<file path="src/rtl/scc_ram.sv">
// Generic single-port-write, single-port-read RAM with registered read.
// Parameters set width and depth; no package dependency.
module scc_ram #(
  parameter int WIDTH = 8,
  parameter int DEPTH = 16,
  localparam int AW = (DEPTH > 1) ? $clog2(DEPTH) : 1
) (
  input  logic             clk,
  input  logic             we,
  input  logic [AW-1:0]    waddr,
  input  logic [WIDTH-1:0] wdata,
  input  logic [AW-1:0]    raddr,
  output logic [WIDTH-1:0] rdata
);

  logic [WIDTH-1:0] mem [DEPTH];
  logic [WIDTH-1:0] rdata_r;

  always_ff @(posedge clk) begin
    if (we) begin
      mem[waddr] <= wdata;
    end
    rdata_r <= mem[raddr];
  end

  assign rdata = rdata_r;

endmodule

</file>
<file path="config.mk">
export PLATFORM = sky130hd
export DESIGN_NAME = scc_ram
export DESIGN_NICKNAME = d
export VERILOG_FILES = /design/src/rtl/scc_ram.sv
export SDC_FILE = /design/constraint.sdc
export NUM_CORES = 1
export LEC_CHECK = 0
export BUFFER_PORTS_ARGS = -buffer_cell sky130_fd_sc_hd__buf_2
export CORE_AREA = 8 8 118 120
export DETAILED_ROUTE_END_ITERATION = 8
export DIE_AREA = 0 0 126 128
export SKIP_CTS_REPAIR_TIMING = 1
export SYNTH_ARGS = -nofsm -noshare
export SYNTH_HDL_FRONTEND = slang
export SYNTH_SLANG_ARGS = --single-unit
</file>
<file path="constraint.sdc">
create_clock -name clk -period 4.9 [get_ports clk]
set_clock_uncertainty 0.1 [all_clocks]
set_input_delay 0 -clock clk [delete_from_list [all_inputs] [get_ports clk]]
set_output_delay 0 -clock clk [all_outputs]
set_load 0.01 [all_outputs]
</file>
==> metrics.cfg, run 1 <==
[finish]
final_cell_mix=128 x edfxtp_1, 25 x buf_2, 18 x mux4_2, 17 x clkbuf_16, 16 x a22oi_1
diodes=0
layout-drive-gt1-share_pct=26.92
final_util_pct=50.23
instances_no_fill=436
area_growth_pct=19.13
fillers=970
final-seq-area_mm2=0.004004
final_area_mm2=0.006132
multiInputGateArea_mm2=0.001062
layout.nets=291
final_common_cell=edfxtp_1

[critical_path]
r2r_cells=3
critical_path.cell_chain=buf_2, mux4_1, a22oi_1, nand2_1
startpoint_type=primary input
cp_max_fo=32
reg2reg_to=rdata[6]
startpoint=raddr[0]
required_ns=5.08
path_delay_family=buffers and inverters
critical_path_arrival_ns=1.84
path_buf_inv=1
cp_slowest_cell=buf_2
r2r_start=mem[2][6]
crit_type=primary input to flop
ff2ff_setup_slack_ns=3.42
slowest_delay_ns=0.77
critPathCaptureType=flop

[global_routing]
grt_pass1_vias=2482
grt_overflow=0
grt_max_degree=33
grt.total_usage_pct=13.25
grt_pass1_wl_um=15150
antenna_found_initial=0

[sta]
fmax_ghz=0.6044
rsz0062_at_grt=false
setup_ws_ns=3.245
holdWs_ns=0.004116
hold_violations=0
layout_min_cycle_time_ns=1.655
tightestPinTransition_ns=1.110
slew_violations=0
min_period_over_period_pct=33.77
relSlewSlack_pct=25.43
fin_tns_setup_ns=0
finalSetupViolations=0

[die]
dieArea_mm2=0.01613
core-area_mm2=0.01221
die_w_um=126
die_h_um=128
std_cell_rows=41
start_util_pct=42.16
io_pins=26

[clock_tree]
clock-sinks=136
htreeDepth=4
cts-buffers-inserted=17
insertion_delay_ns=0.41
clkTransAtPathRegs_ns=0.06
cts_buffer_depth=2
ctsRootBufferMaster=clkbuf_16
cts_tree=yes

[power_and_ir_drop]
total_power_mw=2.836
cellLeakagePower_nw=2.049
vdd_drop_max_uv=219.2
powerDensity_mw_per_mm2=462.5

[placement]
dp.cells=396
portBuffers=25
place_ws_ns=2.777
dpl-instance-area_mm2=0.005394
place_hpwl_um=6087
gp_congestion=0.7157

[min_path]
worstHoldPathType=primary input to flop
min_from=waddr[1]
hold_end=mem[8][5]
holdPathStages=2

[synth]
ys_warn_count=0
synth.avg_cell_area_um2=22.48
ys_ff_latch=136
synth_area_mm2=0.005147
ys_types=19
synth_nets=247
ys_seq_area_share_pct=77.78
syn_inst=229

[route]
met3_length_um=529
highest_layer=met4
vias=2389
wire_per_inst_um=23.10
wl_met1_um=4243
wl_um=10070
first_pass_iters=4
postRouteAntennaNets=0
drt-initial-drc-count=230
wl_met2_um=5155
via_per_inst=5.479
drc=0

[run_status]
outcome=finished, final reports clean

[flow_run]
max_cap_violations=0

layer usage:
| metal | track usage, % | vias to the layer above |
|---|---|---|
| met5 | 0 | - |
| met4 | 6.016 | 0 |
| met3 | 3.619 | 12 |
| met2 | 22.16 | 69 |
| met1 | 15.74 | 1246 |
| li1 | - | 1062 |
flip-flops by register name, indices dropped and copies added (netlist names):
signal and cells:
rdata 8, mem 128
synth_stat cells, drive strengths merged:
| cell type | instances | area (um^2) |
|---|---|---|
| a22oi | 16 | 120.1 |
| and2 | 1 | 6.260 |
| and2b | 1 | 7.510 |
| buf | 7 | 56.30 |
| clkdlybuf4s25 | 3 | 30.03 |
| dfxtp | 8 | 160.2 |
| edfxtp | 128 | 3844 |
| mux4 | 32 | 773.2 |
| nand2 | 9 | 33.78 |
| nand2b | 2 | 12.51 |
| nand3 | 1 | 5.000 |
| nand3b | 2 | 15.01 |
| nor2 | 13 | 48.80 |
| nor2b | 1 | 6.260 |
| nor3 | 4 | 20.02 |
| or3b | 1 | 8.760 |
how the worst max path moves through the flow:
stage / end / cells past startpoint
after global routing: rdata[1] / 4
after CTS: rdata[1] / 4
after global placement: rdata[5] / 4
after detailed placement: rdata[4] / 4
after floorplan: mem[0][0] / 2
final: rdata[5] / 4
cell type report:
| type | count | area share (%) |
|---|---|---|
| sequential | 136 | 65.29 |
| multi-input combinational | 83 | 17.32 |
| clock buffer | 18 | 6.999 |
| clock inverter | 14 | 3.734 |
| timing repair buffer | 35 | 3.591 |
| tap | 150 | 3.061 |
kinds of logic (layout without fill, tap and decap cells):
group | after synthesis | after routing | synth area share, %
AOI/OAI and AO/OA | 16 | 16 | 2.334
DFF | 136 | 136 | 77.78
muxes | 32 | 32 | 15.02
buffers and inverters | 10 | 67 | 1.677
and+or+nand+nor | 35 | 35 | 3.184
power breakdown:
group / total, mW / internal (mW) / switching [mW]
Sequential: 1.31 / 1.30 / 0.00790
Clock: 1.41 / 0.948 / 0.457
Combinational: 0.122 / 0.0507 / 0.0708
Total: 2.84 / 2.30 / 0.536
Power figures use the tool's default switching activity.
==> inputs of run 2 (changes only) <==
clock period = 1.35 ns   (was 4.9 ns; I/O delays follow)
==> run 2 against run 1 <==
Net effect: register-to-register slack lost 3.5 ns; worst setup slack worse by 3.3 ns; the flow now finishes with violations (negative setup slack); largest cell class unchanged; clock power rose to 3.7 times the previous value; largest power group unchanged; critical path depth decreased by 1; sequential share of layout area decreased by 3.5 points; total power grew to 3.7 times the previous value.
==> metrics.cfg, run 2 (synthesis results as in run 1) <==
[run_status]
outcome=finished with violations
violations=negative setup slack

[sta]
rsz0062_at_grt=true
finalSetupViolations=6
slew_violations=0
relSlewSlack_pct=45.07
fmax_ghz=0.7218
hold_violations=0
layout_min_cycle_time_ns=1.385
min_period_over_period_pct=102.6
fin_tns_setup_ns=-0.1098
setup_ws_ns=-0.03542
tightestPinTransition_ns=0.8222

[die]
start_util_pct=42.16
std_cell_rows=41
dieArea_mm2=0.01613
die_h_um=128
core-area_mm2=0.01221
die_w_um=126
io_pins=26

[critical_path]
crit_type=flop to flop
ff2ff_setup_slack_ns=-0.04
path_buf_inv=0
slowest_delay_ns=0.52
reg2reg_to=rdata[5]
startpoint_type=flop
r2r_start=mem[9][5]
cp_slowest_cell=mux4_1
path_delay_family=multiplexers
r2r_cells=3
cp_max_fo=1
required_ns=1.53
critPathCaptureType=flop
critical_path.cell_chain=mux4_1, a22oi_1, nand2_1
critical_path_arrival_ns=1.57

[min_path]
holdPathStages=3
hold_end=mem[0][7]
worstHoldPathType=primary input to flop
min_from=waddr[0]

[power_and_ir_drop]
total_power_mw=10.52
cellLeakagePower_nw=2.229
vdd_drop_max_uv=999.3
powerDensity_mw_per_mm2=1622

[finish]
layout-drive-gt1-share_pct=40.63
final_util_pct=53.09
diodes=0
instances_no_fill=470
final_area_mm2=0.006482
fillers=951
top_register=mem
area_growth_pct=25.94
final_cell_mix=128 x edfxtp_1, 31 x buf_4, 28 x mux4_2, 25 x buf_2, 17 x clkbuf_16
largest_reg_flops=128
final_common_cell=edfxtp_1
layout.nets=325

[clock_tree]
cts-buffers-inserted=17
ctsRootBufferMaster=clkbuf_16
clkTransAtPathRegs_ns=0.06
clock-sinks=136
insertion_delay_ns=0.41
htreeDepth=4
cts_buffer_depth=2
cts_tree=yes

[route]
vias=2497
drc=0
postRouteAntennaNets=0
via_per_inst=5.313
drt-initial-drc-count=256
wl_um=9947
first_pass_iters=4
wire_per_inst_um=21.16

[placement]
place_hpwl_um=6541
gp_congestion=0.7412
dp.cells=430
dpl-instance-area_mm2=0.005712
portBuffers=25

[global_routing]
grt_max_degree=17
grt_pass1_wl_um=15010
grt_pass1_vias=2639
grt_overflow=0
antenna_found_initial=0
grt.total_usage_pct=12.92

[flow_run]
max_cap_violations=0

-- run 2: layer usage --
layer	GRT usage [%]	share of wire [%]	vias up
li1	-	-	1115
met1	16.04	43	1295
met2	20.90	50	77
met3	3.037	5.7	10
met4	6.511	1.5	0
met5	0	0	-
-- run 2: how the worst max path moves through the flow --
stage,startpoint,endpoint,slack (ns),cells after the start
floorplan,waddr[2],mem[3][0],-0.02,2
global placement,raddr[0],rdata[2],-0.20,6
detailed placement,raddr[0],rdata[2],-0.18,6
CTS,mem[9][4],rdata[4],-0.12,3
global route,mem[3][5],rdata[5],-0.11,3
finish,mem[9][5],rdata[5],-0.04,3
-- run 2: per-stage QoR --
step	hold WS (ns)	setup WS [ns]
4_1_cts	-0.1335	-0.1214
6_report	0.04997	-0.03542
3_5_place_dp	0.2981	-0.1846
3_3_place_gp	0.2850	-0.1981
2_1_floorplan	-0.001131	-0.01615
5_1_grt	0.05502	-0.1121
-- run 2: worst reg2reg max path, cell delays in order, from the launching register on --
cell and delay [ns]:
edfxtp_1 0.36, mux4_1 0.52, a22oi_1 0.19, nand2_1 0.10
-- run 2: layout make-up --
| type | count | area (um^2) | area share (%) |
|---|---|---|---|
| Sequential cell | 136 | 4004 | 61.76 |
| Tap cell | 150 | 187.7 | 2.895 |
| Clock inverter | 11 | 217.7 | 3.358 |
| Timing Repair Buffer | 69 | 538.0 | 8.300 |
| Multi-Input combinational cell | 83 | 1065 | 16.43 |
| Clock buffer | 21 | 470.5 | 7.257 |
-- run 2: power by group --
part           leakage [nW]  internal (mW)  switching, mW  total [mW]
Sequential             1.22           4.72         0.0280        4.75
Clock                 0.329           3.61           1.63        5.24
Combinational         0.676          0.251          0.277       0.528
Total                  2.23           8.59           1.93        10.5
==> inputs of run 3 (changes only) <==
BUFFER_PORTS_ARGS = -buffer_cell sky130_fd_sc_hd__buf_4   (was -buffer_cell sky130_fd_sc_hd__buf_2)
GPL_ROUTABILITY_DRIVEN = 0   (was not set)
TNS_END_PERCENT = 5   (was not set)
==> run 3 against run 2 <==
Net effect: the run still ends with negative setup slack left; first-iteration DRC count is 22% lower; die area unchanged; final area hardly changed; count of clock-buffer cells in the layout grew 1; worst hold slack got worse by 0.021 ns; total power down 5.4%; non-clock buffer count is 4 higher; worst setup slack improved by 0.012 ns; critical path depth unchanged; critical endpoint is now rdata[2]; highest routed layer unchanged.
==> metrics.cfg, run 3 (synthesis results as in run 1) <==
[run_status]
outcome=finished with violations
violations=negative setup slack

[placement]
place_hpwl_um=6743
place_ws_ns=-0.2128
portBuffers=25
dp.cells=432

[global_routing]
grt_max_degree=23
grt_pass1_wl_um=15060
grt_pass1_vias=2597
grt_overflow=0
grt.total_usage_pct=12.99
antenna_found_initial=0

[power_and_ir_drop]
powerDensity_mw_per_mm2=1534
vdd_drop_max_uv=693.7
cellLeakagePower_nw=2.235

[finish]
diodes=0
fillers=967
final_common_cell=edfxtp_1
layout-drive-gt1-share_pct=38.27
largest_reg_flops=128
instances_no_fill=474
top_register=mem
layout.nets=329
final_cell_mix=128 x edfxtp_1, 59 x buf_4, 25 x mux4_2, 17 x clkbuf_16, 13 x nor2_1
area_growth_pct=26.01

[die]
die_h_um=128
std_cell_rows=41
core-area_mm2=0.01221
dieArea_mm2=0.01613
io_pins=26
die_w_um=126
start_util_pct=42.16

[sta]
tightestPinTransition_ns=0.8582
min_period_over_period_pct=101.8
finalSetupViolations=5
relSlewSlack_pct=42.67
holdWs_ns=0.02864
rsz0062_at_grt=true
slew_violations=0
hold_violations=0
layout_min_cycle_time_ns=1.374
fmax_ghz=0.7279
setup_ws_ns=-0.02386

[route]
wl_um=10110
via_per_inst=5.392
drt-initial-drc-count=199
drc=0
first_pass_iters=4
vias=2556
wire_per_inst_um=21.32
postRouteAntennaNets=0

[min_path]
worstHoldPathType=primary input to flop

[critical_path]
critical_path_arrival_ns=1.56
startpoint_type=flop
cp_max_fo=1
required_ns=1.54
critPathCaptureType=flop
crit_type=flop to flop

[clock_tree]
ctsRootBufferMaster=clkbuf_16
insertion_delay_ns=0.41
cts_buffer_depth=2
htreeDepth=4
clkTransAtPathRegs_ns=0.06
cts_tree=yes
cts-buffers-inserted=17
clock-sinks=136

[flow_run]
max_cap_violations=0

[run 3: cell count changes in the layout (fill, tap and decap cells not counted), sizes merged]
cell         delta
bufinv          -2
buf             +2
clkbuf          +1
clkinv          +2
dlygate4sd3     +2
clkinvlp        -1
[run 3: critical path: stages (launching register included)]
cell and delay (ns):
edfxtp_1 0.37, mux4_2 0.48, a22oi_2 0.24, nand2_1 0.07
[run 3: through the flow]
stage	power [mW]	util (%)	area (um^2)	TNS, ns
after floorplan	5.082	-	5152	-0.3873
after global placement	5.357	47.32	5777	-2.765
after detailed placement	5.366	47.32	5777	-3.553
after CTS	9.994	52.19	6372	-0.6821
after global routing	10.23	53.13	6486	-0.4419
final	9.948	53.13	6486	-0.07698
[run 3: area by class of cell]
| class | instances | area [um^2] | share of cell area [%] |
|---|---|---|---|
| Clock inverter | 10 | 151.4 | 2.334 |
| Sequential cell | 136 | 4004 | 61.73 |
| Clock buffer | 22 | 444.2 | 6.848 |
| Timing Repair Buffer | 73 | 623.1 | 9.606 |
| Multi-Input combinational cell | 83 | 1076 | 16.59 |
| Tap cell | 150 | 187.7 | 2.894 |
[run 3: worst paths after layout]
| path | cells after the start | slack (ns) | startpoint | to |
|---|---|---|---|---|
| min reg2reg | 3 | 0.58 | mem[14][6] | rdata[6] |
| min | 3 | 0.03 | waddr[0] | mem[4][0] |
| max reg2reg | 3 | -0.02 | mem[11][2] | rdata[2] |
| max | 3 | -0.02 | mem[11][2] | rdata[2] |
[run 3: where the power goes]
| group | total (mW) | switching (mW) | internal (mW) |
|---|---|---|---|
| logic | 0.561 | 0.279 | 0.282 |
| clock network | 4.63 | 1.57 | 3.07 |
| registers | 4.75 | 0.0290 | 4.72 |
[run 3: metal layers]
metal  GRT usage (%)  up-vias  wire length [um]  share of wire [%]
met5               0        -                 0                  0
met4           6.582        0               143                1.4
met3           3.120       11               453                4.5
met2           20.36       63              4949                 49
li1                -     1129                 -                  -
met1           16.64     1353              4561                 45
